[config.mk]
export PLATFORM = sky130hd
export DESIGN_NAME = joystick_trim_calibrate_conditioner
export DESIGN_NICKNAME = d
export VERILOG_FILES = /design/src/jtc_pkg.sv /design/src/jtc_front.sv /design/src/jtc_queue.sv /design/src/jtc_back.sv /design/src/joystick_trim_calibrate_conditioner.sv
export SDC_FILE = /design/constraint.sdc
export NUM_CORES = 2
export LEC_CHECK = 0
export BUFFER_PORTS_ARGS = -buffer_cell sky130_fd_sc_hd__buf_2
export CAP_MARGIN = 10
export CORE_MARGIN = 5
export CORE_UTILIZATION = 46
export CTS_CLUSTER_DIAMETER = 50
export DETAILED_ROUTE_END_ITERATION = 12
export SYNTH_ARGS = -nofsm -noshare
export SYNTH_HDL_FRONTEND = slang
export SYNTH_HIERARCHICAL = 1
export SYNTH_SLANG_ARGS = --single-unit
export TNS_END_PERCENT = 5
[constraint.sdc]
create_clock -name clock -period 8.9 [get_ports clock]
set_clock_uncertainty 0.05 [all_clocks]
set_input_delay 0.89 -clock clock [delete_from_list [all_inputs] [get_ports clock]]
set_output_delay 0.89 -clock clock [all_outputs]
set_load 0.005 [all_outputs]
[src/jtc_pkg.sv]
// ----------------------------------------------------------------------------
// jtc_pkg - joystick trim and calibrate conditioner package
// Shared widths, channel indexes, key operation codes, queue entry and
// result types.
// ----------------------------------------------------------------------------
package jtc_pkg;

   localparam int RAW_W   = 12;    // converter reading
   localparam int CH_W    = 10;    // conditioned level, 0..1000
   localparam int STEP_W  = 7;     // trim step register
   localparam int OFF_W   = 12;    // zero offset, signed
   localparam int TRIM_W  = 11;    // key trim, signed
   localparam int SUM_W   = 15;    // calibration sum, signed
   localparam int KEY_W   = 3;
   localparam int NUM_CH  = 4;
   localparam int Q_DEPTH = 2;

   localparam int FULL_SCALE = 1000;
   localparam int CENTRE     = 500;
   localparam int OFFSET_LIM = 2000;
   localparam int TRIM_LIM   = 1000;

   localparam int CH_THROTTLE = 0;
   localparam int CH_YAW      = 1;
   localparam int CH_PITCH    = 2;
   localparam int CH_ROLL     = 3;

   typedef enum logic [KEY_W-1:0] {
      KEY_NONE,
      KEY_PITCH_INC,
      KEY_PITCH_DEC,
      KEY_ROLL_DEC,
      KEY_ROLL_INC,
      KEY_SHUTDOWN,
      KEY_HOLD,
      KEY_CALIBRATE
   } key_op_type;

   typedef enum logic [1:0] {
      APPLY_IDLE,
      APPLY_MUL,
      APPLY_FIX
   } apply_state_type;

   // one queued item, levels already scaled
   typedef struct packed {
      logic                           is_key;
      key_op_type                     key_op;
      logic [NUM_CH-1:0][CH_W-1:0]    level;
   } entry_type;

   // one result item
   typedef struct packed {
      logic [NUM_CH-1:0][CH_W-1:0]    level;
      logic                           shutdown;
      logic                           hold_height;
      logic                           calibrating;
   } rsp_type;

endpackage

[src/jtc_front.sv]
// ----------------------------------------------------------------------------
// jtc_front - request classification and scaling
// Accepts request transfers, decodes key codes and maps each reading to
// 1000 - raw*1000/4095 before the item enters the queue.
// ----------------------------------------------------------------------------
module jtc_front import jtc_pkg::*; (
   input  logic              req_valid,
   output logic              req_ready,
   input  logic              req_type,
   input  logic [RAW_W-1:0]  req_raw_throttle,
   input  logic [RAW_W-1:0]  req_raw_yaw,
   input  logic [RAW_W-1:0]  req_raw_pitch,
   input  logic [RAW_W-1:0]  req_raw_roll,
   input  logic [KEY_W-1:0]  req_key_code,
   input  logic              q_full,
   output logic              push,
   output entry_type         push_entry
);

   localparam int PROD_W = RAW_W + 10;
   localparam int EST_W  = PROD_W + 1;

   // divide by 4095 = 2^12 - 1 exactly: (x + (x >> 12) + 1) >> 12
   function automatic logic [CH_W-1:0] scale_raw(input logic [RAW_W-1:0] raw);
      logic [PROD_W-1:0] prod;
      logic [EST_W-1:0]  est;
      logic [CH_W:0]     quo;
      prod = PROD_W'(raw) * PROD_W'(FULL_SCALE);
      est  = EST_W'(prod) + EST_W'(prod >> RAW_W) + EST_W'(1);
      quo  = est[EST_W-1:RAW_W];
      return CH_W'((CH_W+1)'(FULL_SCALE) - quo);
   endfunction

   assign req_ready = !q_full;
   assign push      = req_valid && !q_full;

   always_comb begin
      push_entry.is_key          = req_type;
      push_entry.key_op          = key_op_type'(req_key_code);
      push_entry.level[CH_THROTTLE] = scale_raw(req_raw_throttle);
      push_entry.level[CH_YAW]      = scale_raw(req_raw_yaw);
      push_entry.level[CH_PITCH]    = scale_raw(req_raw_pitch);
      push_entry.level[CH_ROLL]     = scale_raw(req_raw_roll);
   end

endmodule

[src/jtc_queue.sv]
// ----------------------------------------------------------------------------
// jtc_queue - item queue between front and back
// Small first-in first-out store so that each side can stall on its own.
// ----------------------------------------------------------------------------
module jtc_queue import jtc_pkg::*; (
   input  logic       clock,
   input  logic       reset,
   input  logic       push,
   input  entry_type  push_entry,
   output logic       full,
   input  logic       pop,
   output logic       head_valid,
   output entry_type  head_entry
);

   localparam int PTR_W = (Q_DEPTH > 1) ? $clog2(Q_DEPTH) : 1;
   localparam int CNT_W = $clog2(Q_DEPTH + 1);

   entry_type          mem_ff [Q_DEPTH];
   logic [PTR_W-1:0]   wr_ptr_ff, wr_ptr_in;
   logic [PTR_W-1:0]   rd_ptr_ff, rd_ptr_in;
   logic [CNT_W-1:0]   count_ff, count_in;

   function automatic logic [PTR_W-1:0] next_ptr(input logic [PTR_W-1:0] p);
      return (p == PTR_W'(Q_DEPTH - 1)) ? '0 : p + PTR_W'(1);
   endfunction

   assign full       = (count_ff == CNT_W'(Q_DEPTH));
   assign head_valid = (count_ff != '0);
   assign head_entry = mem_ff[rd_ptr_ff];

   always_comb begin
      wr_ptr_in = push ? next_ptr(wr_ptr_ff) : wr_ptr_ff;
      rd_ptr_in = pop  ? next_ptr(rd_ptr_ff) : rd_ptr_ff;
      count_in  = count_ff + CNT_W'(push) - CNT_W'(pop);
   end

   always_ff @(posedge clock) begin
      if (reset) begin
         wr_ptr_ff <= '0;
         rd_ptr_ff <= '0;
         count_ff  <= '0;
      end else begin
         wr_ptr_ff <= wr_ptr_in;
         rd_ptr_ff <= rd_ptr_in;
         count_ff  <= count_in;
      end
   end

   always_ff @(posedge clock) begin
      if (push) begin
         mem_ff[wr_ptr_ff] <= push_entry;
      end
   end

   a_no_push_full: assert property (@(posedge clock) disable iff (reset)
      full |-> !push)
      else $error("queue written while full");

   a_no_pop_empty: assert property (@(posedge clock) disable iff (reset)
      !head_valid |-> !pop)
      else $error("queue read while empty");

endmodule

[src/jtc_back.sv]
// ----------------------------------------------------------------------------
// jtc_back - item execution
// Applies offsets and trims, clamps, runs key actions and the calibration
// run, and holds the result register.
// ----------------------------------------------------------------------------
module jtc_back import jtc_pkg::*; #(
   parameter int CAL_SAMPLES = 10
) (
   input  logic               clock,
   input  logic               reset,
   input  logic [STEP_W-1:0]  trim_step,
   input  logic               head_valid,
   input  entry_type          head_entry,
   output logic               pop,
   output logic               rsp_valid,
   input  logic               rsp_ready,
   output rsp_type            rsp
);

   localparam int REM_W     = $clog2(CAL_SAMPLES + 1);
   localparam int LVL_W     = 13;
   localparam int TC_W      = TRIM_W + 1;
   localparam int MAG_W     = SUM_W - 1;
   localparam int DIV_SHIFT = 16;
   localparam int RECIP     = (1 << DIV_SHIFT) / CAL_SAMPLES;
   localparam int RECIP_W   = DIV_SHIFT + 1;
   localparam int PROD_W    = MAG_W + RECIP_W;
   localparam int QN_W      = MAG_W + 5;
   localparam int NEW_W     = SUM_W + 1;

   logic signed [OFF_W-1:0]   offset_ff [NUM_CH];
   logic signed [OFF_W-1:0]   offset_in [NUM_CH];
   logic signed [SUM_W-1:0]   sum_ff [NUM_CH];
   logic signed [SUM_W-1:0]   sum_in [NUM_CH];
   logic signed [TRIM_W-1:0]  pitch_trim_ff, pitch_trim_in;
   logic signed [TRIM_W-1:0]  roll_trim_ff, roll_trim_in;
   logic [REM_W-1:0]          cal_rem_ff, cal_rem_in;
   logic                      shutdown_ff, shutdown_in;
   logic                      hold_ff, hold_in;
   apply_state_type           apply_ff, apply_in;
   logic [MAG_W-1:0]          mag_ff [NUM_CH];
   logic [MAG_W-1:0]          mag_in [NUM_CH];
   logic                      neg_ff [NUM_CH];
   logic                      neg_in [NUM_CH];
   logic [PROD_W-1:0]         prod_ff [NUM_CH];
   logic [PROD_W-1:0]         prod_in [NUM_CH];
   logic                      rsp_valid_ff, rsp_valid_in;
   rsp_type                   rsp_ff, rsp_in;

   // per lane working values
   logic signed [LVL_W-1:0]   lvl_sum [NUM_CH];
   logic signed [LVL_W-1:0]   trim_add [NUM_CH];
   logic [CH_W-1:0]           lvl_clip [NUM_CH];
   logic signed [SUM_W-1:0]   sum_upd [NUM_CH];
   logic signed [SUM_W-1:0]   sum_abs [NUM_CH];
   logic [MAG_W-1:0]          quo [NUM_CH];
   logic [QN_W-1:0]           quo_n [NUM_CH];
   logic [MAG_W-1:0]          rem [NUM_CH];
   logic signed [NEW_W-1:0]   quo_s [NUM_CH];
   logic signed [NEW_W-1:0]   off_new [NUM_CH];
   logic signed [TC_W-1:0]    step_s;
   logic                      pop_sample;

   function automatic logic signed [TRIM_W-1:0] clamp_trim(input logic signed [TC_W-1:0] v);
      if (v > TC_W'(TRIM_LIM)) begin
         return TRIM_W'(TRIM_LIM);
      end else if (v < TC_W'(-TRIM_LIM)) begin
         return TRIM_W'(-TRIM_LIM);
      end
      return v[TRIM_W-1:0];
   endfunction

   assign rsp_valid = rsp_valid_ff;
   assign rsp       = rsp_ff;

   // conditioning and division lanes
   always_comb begin
      step_s = TC_W'(signed'({1'b0, trim_step}));
      for (int i = 0; i < NUM_CH; i++) begin
         trim_add[i] = (i == CH_PITCH) ? LVL_W'(pitch_trim_ff) :
                       (i == CH_ROLL)  ? LVL_W'(roll_trim_ff)  : LVL_W'(0);
         lvl_sum[i]  = LVL_W'(signed'({1'b0, head_entry.level[i]})) - LVL_W'(offset_ff[i])
                       + trim_add[i];
         if (lvl_sum[i] < LVL_W'(0)) begin
            lvl_clip[i] = '0;
         end else if (lvl_sum[i] > LVL_W'(FULL_SCALE)) begin
            lvl_clip[i] = CH_W'(FULL_SCALE);
         end else begin
            lvl_clip[i] = lvl_sum[i][CH_W-1:0];
         end
         sum_upd[i] = sum_ff[i] + SUM_W'(signed'({1'b0, lvl_clip[i]}))
                      - ((i == CH_THROTTLE) ? SUM_W'(0) : SUM_W'(CENTRE));

         // reciprocal multiply on the magnitude of the sum
         sum_abs[i] = (sum_ff[i] < SUM_W'(0)) ? -sum_ff[i] : sum_ff[i];
         mag_in[i]  = sum_abs[i][MAG_W-1:0];
         neg_in[i]  = sum_ff[i][SUM_W-1];
         prod_in[i] = PROD_W'(mag_in[i]) * PROD_W'(RECIP);

         // estimate is low by at most one
         quo[i]   = MAG_W'(prod_ff[i] >> DIV_SHIFT);
         quo_n[i] = QN_W'(quo[i]) * QN_W'(CAL_SAMPLES);
         rem[i]   = mag_ff[i] - quo_n[i][MAG_W-1:0];
         if (rem[i] >= MAG_W'(CAL_SAMPLES)) begin
            quo[i] = quo[i] + MAG_W'(1);
         end
         quo_s[i] = NEW_W'(signed'({1'b0, quo[i]}));
         if (neg_ff[i]) begin
            quo_s[i] = -quo_s[i];
         end
         off_new[i] = NEW_W'(offset_ff[i]) + quo_s[i];
      end
   end

   // sequencing of items and the offset update
   always_comb begin
      apply_in      = apply_ff;
      offset_in     = offset_ff;
      sum_in        = sum_ff;
      pitch_trim_in = pitch_trim_ff;
      roll_trim_in  = roll_trim_ff;
      cal_rem_in    = cal_rem_ff;
      shutdown_in   = shutdown_ff;
      hold_in       = hold_ff;
      rsp_in        = rsp_ff;
      rsp_valid_in  = rsp_valid_ff && !rsp_ready;
      pop           = 1'b0;
      pop_sample    = 1'b0;

      unique case (apply_ff)
         APPLY_IDLE: begin
            pop = head_valid && (head_entry.is_key || !rsp_valid_ff || rsp_ready);
         end
         APPLY_MUL: begin
            apply_in = APPLY_FIX;
         end
         APPLY_FIX: begin
            for (int i = 0; i < NUM_CH; i++) begin
               if (off_new[i] > NEW_W'(OFFSET_LIM)) begin
                  offset_in[i] = OFF_W'(OFFSET_LIM);
               end else if (off_new[i] < NEW_W'(-OFFSET_LIM)) begin
                  offset_in[i] = OFF_W'(-OFFSET_LIM);
               end else begin
                  offset_in[i] = off_new[i][OFF_W-1:0];
               end
               sum_in[i] = '0;
            end
            apply_in = APPLY_IDLE;
         end
         default: begin
            apply_in = APPLY_IDLE;
         end
      endcase

      if (pop && head_entry.is_key && cal_rem_ff == '0) begin
         unique case (head_entry.key_op)
            KEY_PITCH_INC: pitch_trim_in = clamp_trim(TC_W'(pitch_trim_ff) + step_s);
            KEY_PITCH_DEC: pitch_trim_in = clamp_trim(TC_W'(pitch_trim_ff) - step_s);
            KEY_ROLL_DEC:  roll_trim_in  = clamp_trim(TC_W'(roll_trim_ff) - step_s);
            KEY_ROLL_INC:  roll_trim_in  = clamp_trim(TC_W'(roll_trim_ff) + step_s);
            KEY_SHUTDOWN:  shutdown_in   = 1'b1;
            KEY_HOLD:      hold_in       = 1'b1;
            KEY_CALIBRATE: begin
               pitch_trim_in = '0;
               roll_trim_in  = '0;
               for (int i = 0; i < NUM_CH; i++) begin
                  sum_in[i] = '0;
               end
               cal_rem_in = REM_W'(CAL_SAMPLES);
            end
            KEY_NONE: begin
            end
            default: begin
            end
         endcase
      end

      if (pop && !head_entry.is_key) begin
         pop_sample = 1'b1;
         if (cal_rem_ff != '0) begin
            for (int i = 0; i < NUM_CH; i++) begin
               sum_in[i] = sum_upd[i];
            end
            cal_rem_in = cal_rem_ff - REM_W'(1);
            if (cal_rem_ff == REM_W'(1)) begin
               apply_in = APPLY_MUL;
            end
         end
         for (int i = 0; i < NUM_CH; i++) begin
            rsp_in.level[i] = lvl_clip[i];
         end
         rsp_in.shutdown    = shutdown_ff;
         rsp_in.hold_height = hold_ff;
         rsp_in.calibrating = (cal_rem_in != '0);
         rsp_valid_in       = 1'b1;
      end
   end

   always_ff @(posedge clock) begin
      if (reset) begin
         for (int i = 0; i < NUM_CH; i++) begin
            offset_ff[i] <= '0;
            sum_ff[i]    <= '0;
         end
         pitch_trim_ff <= '0;
         roll_trim_ff  <= '0;
         cal_rem_ff    <= '0;
         shutdown_ff   <= 1'b0;
         hold_ff       <= 1'b0;
         apply_ff      <= APPLY_IDLE;
         rsp_valid_ff  <= 1'b0;
      end else begin
         offset_ff     <= offset_in;
         sum_ff        <= sum_in;
         pitch_trim_ff <= pitch_trim_in;
         roll_trim_ff  <= roll_trim_in;
         cal_rem_ff    <= cal_rem_in;
         shutdown_ff   <= shutdown_in;
         hold_ff       <= hold_in;
         apply_ff      <= apply_in;
         rsp_valid_ff  <= rsp_valid_in;
      end
   end

   always_ff @(posedge clock) begin
      mag_ff  <= mag_in;
      neg_ff  <= neg_in;
      prod_ff <= prod_in;
      rsp_ff  <= rsp_in;
   end

   a_trims_clear_while_cal: assert property (@(posedge clock) disable iff (reset)
      (cal_rem_ff != '0) |-> (pitch_trim_ff == '0 && roll_trim_ff == '0))
      else $error("trim non-zero during calibration run");

   a_last_sample_applies: assert property (@(posedge clock) disable iff (reset)
      (pop_sample && cal_rem_ff == REM_W'(1)) |=> (apply_ff == APPLY_MUL))
      else $error("offset update not started after last calibration sample");

   a_offsets_in_range: assert property (@(posedge clock) disable iff (reset)
      (apply_ff == APPLY_FIX) |=>
         (offset_ff[CH_THROTTLE] <= OFF_W'(OFFSET_LIM) &&
          offset_ff[CH_THROTTLE] >= OFF_W'(-OFFSET_LIM) &&
          offset_ff[CH_ROLL] <= OFF_W'(OFFSET_LIM) &&
          offset_ff[CH_ROLL] >= OFF_W'(-OFFSET_LIM) &&
          sum_ff[CH_YAW] == '0 && cal_rem_ff == '0))
      else $error("offset update left state out of range");

endmodule

[src/joystick_trim_calibrate_conditioner.sv]
// ----------------------------------------------------------------------------
// joystick_trim_calibrate_conditioner - stick conditioning with trims
// Top level: trim step register, request front end, item queue and back end.
// ----------------------------------------------------------------------------
// Two kinds of request transfer come in: stick samples (req_type 0) and key
// events (req_type 1). Each sample gives exactly one response transfer with
// the four levels 1000 - raw*1000/4095, less the zero offset, plus the key
// trim on pitch and roll, clamped to 0..1000, together with the sticky
// shutdown and hold-height flags and the calibrating flag. Key events give no
// response; they step the trims by the csr trim step, set the sticky flags or
// start a calibration run, and are dropped while a run is collecting. The
// block takes one item per clock while the queue is not full: the front end
// scales the readings and the item waits in a two-entry queue, so a new
// request is taken while a result still waits in the response register. The
// back end pops a sample from the queue head and registers its levels in the
// response register, which then holds it valid. Once a run has collected its
// last sample, the back end moves the offsets by the mean in the states
// APPLY_MUL (a reciprocal multiply) and APPLY_FIX (one correction step) and
// takes nothing from the queue during them; the queue soaks up up to two
// requests. The trim step may only be written while no item is in flight.
// ----------------------------------------------------------------------------
module joystick_trim_calibrate_conditioner import jtc_pkg::*; #(
   parameter int CAL_SAMPLES = 10
) (
   input  logic              clock,
   input  logic              reset,
   // request channel
   input  logic              req_valid,
   output logic              req_ready,
   input  logic              req_type,
   input  logic [RAW_W-1:0]  req_raw_throttle,
   input  logic [RAW_W-1:0]  req_raw_yaw,
   input  logic [RAW_W-1:0]  req_raw_pitch,
   input  logic [RAW_W-1:0]  req_raw_roll,
   input  logic [KEY_W-1:0]  req_key_code,
   // response channel
   output logic              rsp_valid,
   input  logic              rsp_ready,
   output logic [CH_W-1:0]   rsp_throttle_out,
   output logic [CH_W-1:0]   rsp_yaw_out,
   output logic [CH_W-1:0]   rsp_pitch_out,
   output logic [CH_W-1:0]   rsp_roll_out,
   output logic              rsp_shutdown_req,
   output logic              rsp_hold_height_req,
   output logic              rsp_calibrating,
   // trim step register write
   input  logic              csr_valid,
   output logic              csr_ready,
   input  logic [STEP_W-1:0] csr_trim_step
);

   localparam logic [STEP_W-1:0] TRIM_STEP_RESET = STEP_W'(10);

   logic [STEP_W-1:0] trim_step_ff, trim_step_in;
   logic              q_push;
   logic              q_full;
   logic              q_pop;
   logic              q_head_valid;
   entry_type         q_push_entry;
   entry_type         q_head_entry;
   rsp_type           rsp_data;

   // register port is always free, a write lands at the transfer edge
   assign csr_ready    = 1'b1;
   assign trim_step_in = (csr_valid && csr_ready) ? csr_trim_step : trim_step_ff;

   always_ff @(posedge clock) begin
      if (reset) begin
         trim_step_ff <= TRIM_STEP_RESET;
      end else begin
         trim_step_ff <= trim_step_in;
      end
   end

   // scaling and key decode before the queue
   jtc_front u_front (
      .req_valid        (req_valid),
      .req_ready        (req_ready),
      .req_type         (req_type),
      .req_raw_throttle (req_raw_throttle),
      .req_raw_yaw      (req_raw_yaw),
      .req_raw_pitch    (req_raw_pitch),
      .req_raw_roll     (req_raw_roll),
      .req_key_code     (req_key_code),
      .q_full           (q_full),
      .push             (q_push),
      .push_entry       (q_push_entry)
   );

   // decouples request acceptance from back-end stalls
   jtc_queue u_queue (
      .clock      (clock),
      .reset      (reset),
      .push       (q_push),
      .push_entry (q_push_entry),
      .full       (q_full),
      .pop        (q_pop),
      .head_valid (q_head_valid),
      .head_entry (q_head_entry)
   );

   // offsets, trims, calibration run and response register
   jtc_back #(
      .CAL_SAMPLES (CAL_SAMPLES)
   ) u_back (
      .clock      (clock),
      .reset      (reset),
      .trim_step  (trim_step_ff),
      .head_valid (q_head_valid),
      .head_entry (q_head_entry),
      .pop        (q_pop),
      .rsp_valid  (rsp_valid),
      .rsp_ready  (rsp_ready),
      .rsp        (rsp_data)
   );

   assign rsp_throttle_out    = rsp_data.level[CH_THROTTLE];
   assign rsp_yaw_out         = rsp_data.level[CH_YAW];
   assign rsp_pitch_out       = rsp_data.level[CH_PITCH];
   assign rsp_roll_out        = rsp_data.level[CH_ROLL];
   assign rsp_shutdown_req    = rsp_data.shutdown;
   assign rsp_hold_height_req = rsp_data.hold_height;
   assign rsp_calibrating     = rsp_data.calibrating;

endmodule

==> results.json <==
{
  "cts-root-buf": "clkbuf_16",
  "synth_compound_area_frac": 0.173,
  "synth-simple-area-share": 0.126,
  "grt.overflow.total": 0,
  "cp-startpoint": "u_back/prod_ff[50]",
  "hpwl_um": 104000,
  "dr_total_vias": 42200,
  "grt_first_pass_wirelength_um": 211000,
  "fin_nets": 7472,
  "synth_fa_ha_area_frac": 0.363,
  "first_global_vias": 41300,
  "finalNonFillerCells": 7661,
  "p_total_w": 0.0242,
  "tightest_slew_ps": 969,
  "crit_type": "reg2reg",
  "drt_iter0_markers": 2236,
  "drtPass1Iterations": 7,
  "period_share": 0.963,
  "cap_violations": 0,
  "postRouteAntennaNets": 0,
  "irDropWorstVdd_mv": 0.296,
  "htree_levels": 3,
  "ff2ff_path_depth": 40,
  "post-route-util": 0.505,
  "portBuffers": 108,
  "hold_buffers": 0,
  "vias_per_cell": 5.50,
  "status": "finished, final reports clean",
  "start_kind": "flip-flop",
  "synth_nets": 7338,
  "die-area_um2": 124000,
  "cp_slowest_cell": "a2111o_1",
  "synth_edf_count": 131,
  "synth_common_cells": "ha_1 (946), inv_1 (819), fa_1 (382)",
  "setup_viol": 0,
  "cp.arrival_ps": 9040,
  "crit_top_cell": "ha_1",
  "drive_gt1_frac": 0.0842,
  "clk_pin_slew_ps": 50,
  "syn_avg_cell_area_um2": 9.05,
  "timing.fmax_mhz": 117,
  "min_path_type": "in2reg",
  "initial_utilization": 0.463,
  "area.growth.synth_to_final_pct": 9.16,
  "grt_setup_unrepaired": "yes",
  "synth_most_common_cell": "ha_1",
  "core_um2": 116000,
  "syn-cell-area_um2": 53800,
  "synth.area.top_cells": "ha_1 (22%), fa_1 (14%), dfxtp_1 (9.3%)",
  "netlist.area_leader.share": 0.220,
  "die_x_um": 352,
  "max_stage_delay_ps": 480,
  "synthArstFlopShare": 0,
  "powerDensity_nw_per_um2": 413,
  "use_met1": 0.290,
  "critPathCaptureType": "flip-flop",
  "die_h_um": 352,
  "yosys-mux-area-fraction": 0.0217,
  "cts_sinks": 382,
  "placedCellCount": 7519,
  "clock_path_buffers": 3,
  "drc": 0,
  "ys_ff_latch": 382,
  "grtUsageTotal": 0.203,
  "synth_top_cell_by_area": "ha_1",
  "drt-total-wl_um": 128000,
  "grt_util_met3": 0.0309,
  "clock_latency_ps": 630,
  "endpoint": "u_back/offset_ff[13]",
  "ys_seq_area_frac": 0.166,
  "diodes": 0,
  "hold_viol": 0,
  "slew_headroom": 0.349,
  "required_ps": 9370,
  "p_leak_nw": 28.8,
  "row_count": 125,
  "route.detailed.wl_per_inst_um": 16.8,
  "ff2ff_setup_slack_ps": 330,
  "cts_buffers": 70,
  "synth_flop_cell": "dfxtp_1",
  "r2r_end": "u_back/offset_ff[13]",
  "synth_top_family_by_area": "adder cells",
  "top_usage_layer": "met2",
  "antenna_found_initial": 3,
  "synth.distinct_cells": 126,
  "cts_tree": "built",
  "grt_max_degree": 63,
  "reg2reg_from": "u_back/prod_ff[50]",
  "io_pins": 110,
  "place_congestion": 0.900,
  "synth_cells": 5946,
  "drv_slew": 0,
  "synth_xor_area_frac": 0.0811,
  "path_max_fanout": 8,
  "ys_warn_count": 6,
  "met2_usage": 0.324,
  "fin_crit_ps": 8570
}
layout by cell type (no fill, tap or decap), drive strengths merged, types with 32 or more instances in the layout:
cell type / n
a211oi: 54
xor2: 136
nand3: 114
nor3: 121
ha: 946
nand2b: 70
a31oi: 64
nand2: 279
clkbuf: 89
and2: 48
a21oi: 342
mux2i: 32
inv: 831
dfxtp: 251
o21bai: 58
nor2: 353
o21ai: 242
and3: 44
a22oi: 59
or3: 49
o211ai: 34
o31ai: 41
nand4: 50
nor2b: 69
xnor2: 348
a21o: 114
mux2: 61
or2: 38
o21a: 63
buf: 185
fa: 382
edfxtp: 131
metrics by stage:
stage	cell area, µm²	hold WS [ps]	setup TNS [ps]	setup WS, ps
after global placement	56200	399	0	178
after detailed placement	56200	411	0	24.5
after CTS	58500	370	0	6.21
after global routing	58700	382	-1160	-148
after floorplan	53800	292	0	513
final	58700	416	0	332
metal layers:
metal,part of all wire,vias to the layer above
met5,0.00019,-
met3,0.043,167
met1,0.50,20000
met4,0.022,4
met2,0.44,749
li1,-,21200
cell type report:
type                    count  area (µm²)
clock buffers              89        1860
clock inverters            40         453
fillers                 10900       57500
inverters                 819        3070
multi-input cells        4622       41300
flip-flops and latches    382        8980
well taps                1524        1910
repair buffers            185        1120
worst min path at each step:
stage                            start                    end  slack [ps]  cells after the start
floorplan             u_back/neg_in[1]       u_back/neg_ff[1]         290                      0
global placement    u_back/apply_ff[1]     u_back/apply_ff[1]         400                      1
detailed placement  u_back/apply_ff[1]     u_back/apply_ff[1]         410                      1
CTS                    req_key_code[2]  u_queue/mem_ff[0][42]         370                      1
global route           req_key_code[2]  u_queue/mem_ff[0][42]         380                      1
finish                 req_key_code[2]  u_queue/mem_ff[0][42]         420                      1
state kept, by name, indices dropped and copies added (netlist names), 7 cells and up, named ones only:
| name | flops |
|---|---|
| u_queue/mem_ff | 88 |
| u_back/sum_ff | 56 |
| u_back/mag_ff | 52 |
| u_back/offset_ff | 48 |
| u_back/prod_ff | 44 |
| u_back/rsp | 43 |
| u_back/pitch_trim_ff | 11 |
| u_back/roll_trim_ff | 11 |
| trim_step_ff | 7 |
power by group:
group	internal, W	switching, W	leakage (nW)
sequential	0.00297	0.000327	3.26
clock	0.00165	0.000982	1.11
combinational	0.00747	0.0108	24.4
what timing repair did:
action | in CTS | in global routing
setup buffers | 0 | 13
resized for setup | 0 | 48
endpoints found under the setup margin | 0 | 38
endpoints found under the hold margin | 0 | 0
worst max-delay path: cells and delay by family, from the launching register on:
family                   cells  cell delay (ps)
AO/OA/AOI/OAI               17             3900
XOR/XNOR                     2              290
adder cells (fa/ha/maj)      6             1560
buffers and inverters        3              400
flip-flops                   1              370
multiplexers                 1              230
AND/OR/NAND/NOR             11             1720
cell families after synthesis:
| kind of cell | Yosys count |
|---|---|
| AO/OA/AOI/OAI | 1358 |
| AND/OR/NAND/NOR | 1352 |
| adder cells (fa/ha/maj) | 1330 |
| buffers and inverters | 942 |
| XOR/XNOR | 488 |
| flip-flops | 382 |
| multiplexers | 93 |
| other | 1 |
No activity file was read; power rests on OpenSTA's default activity.
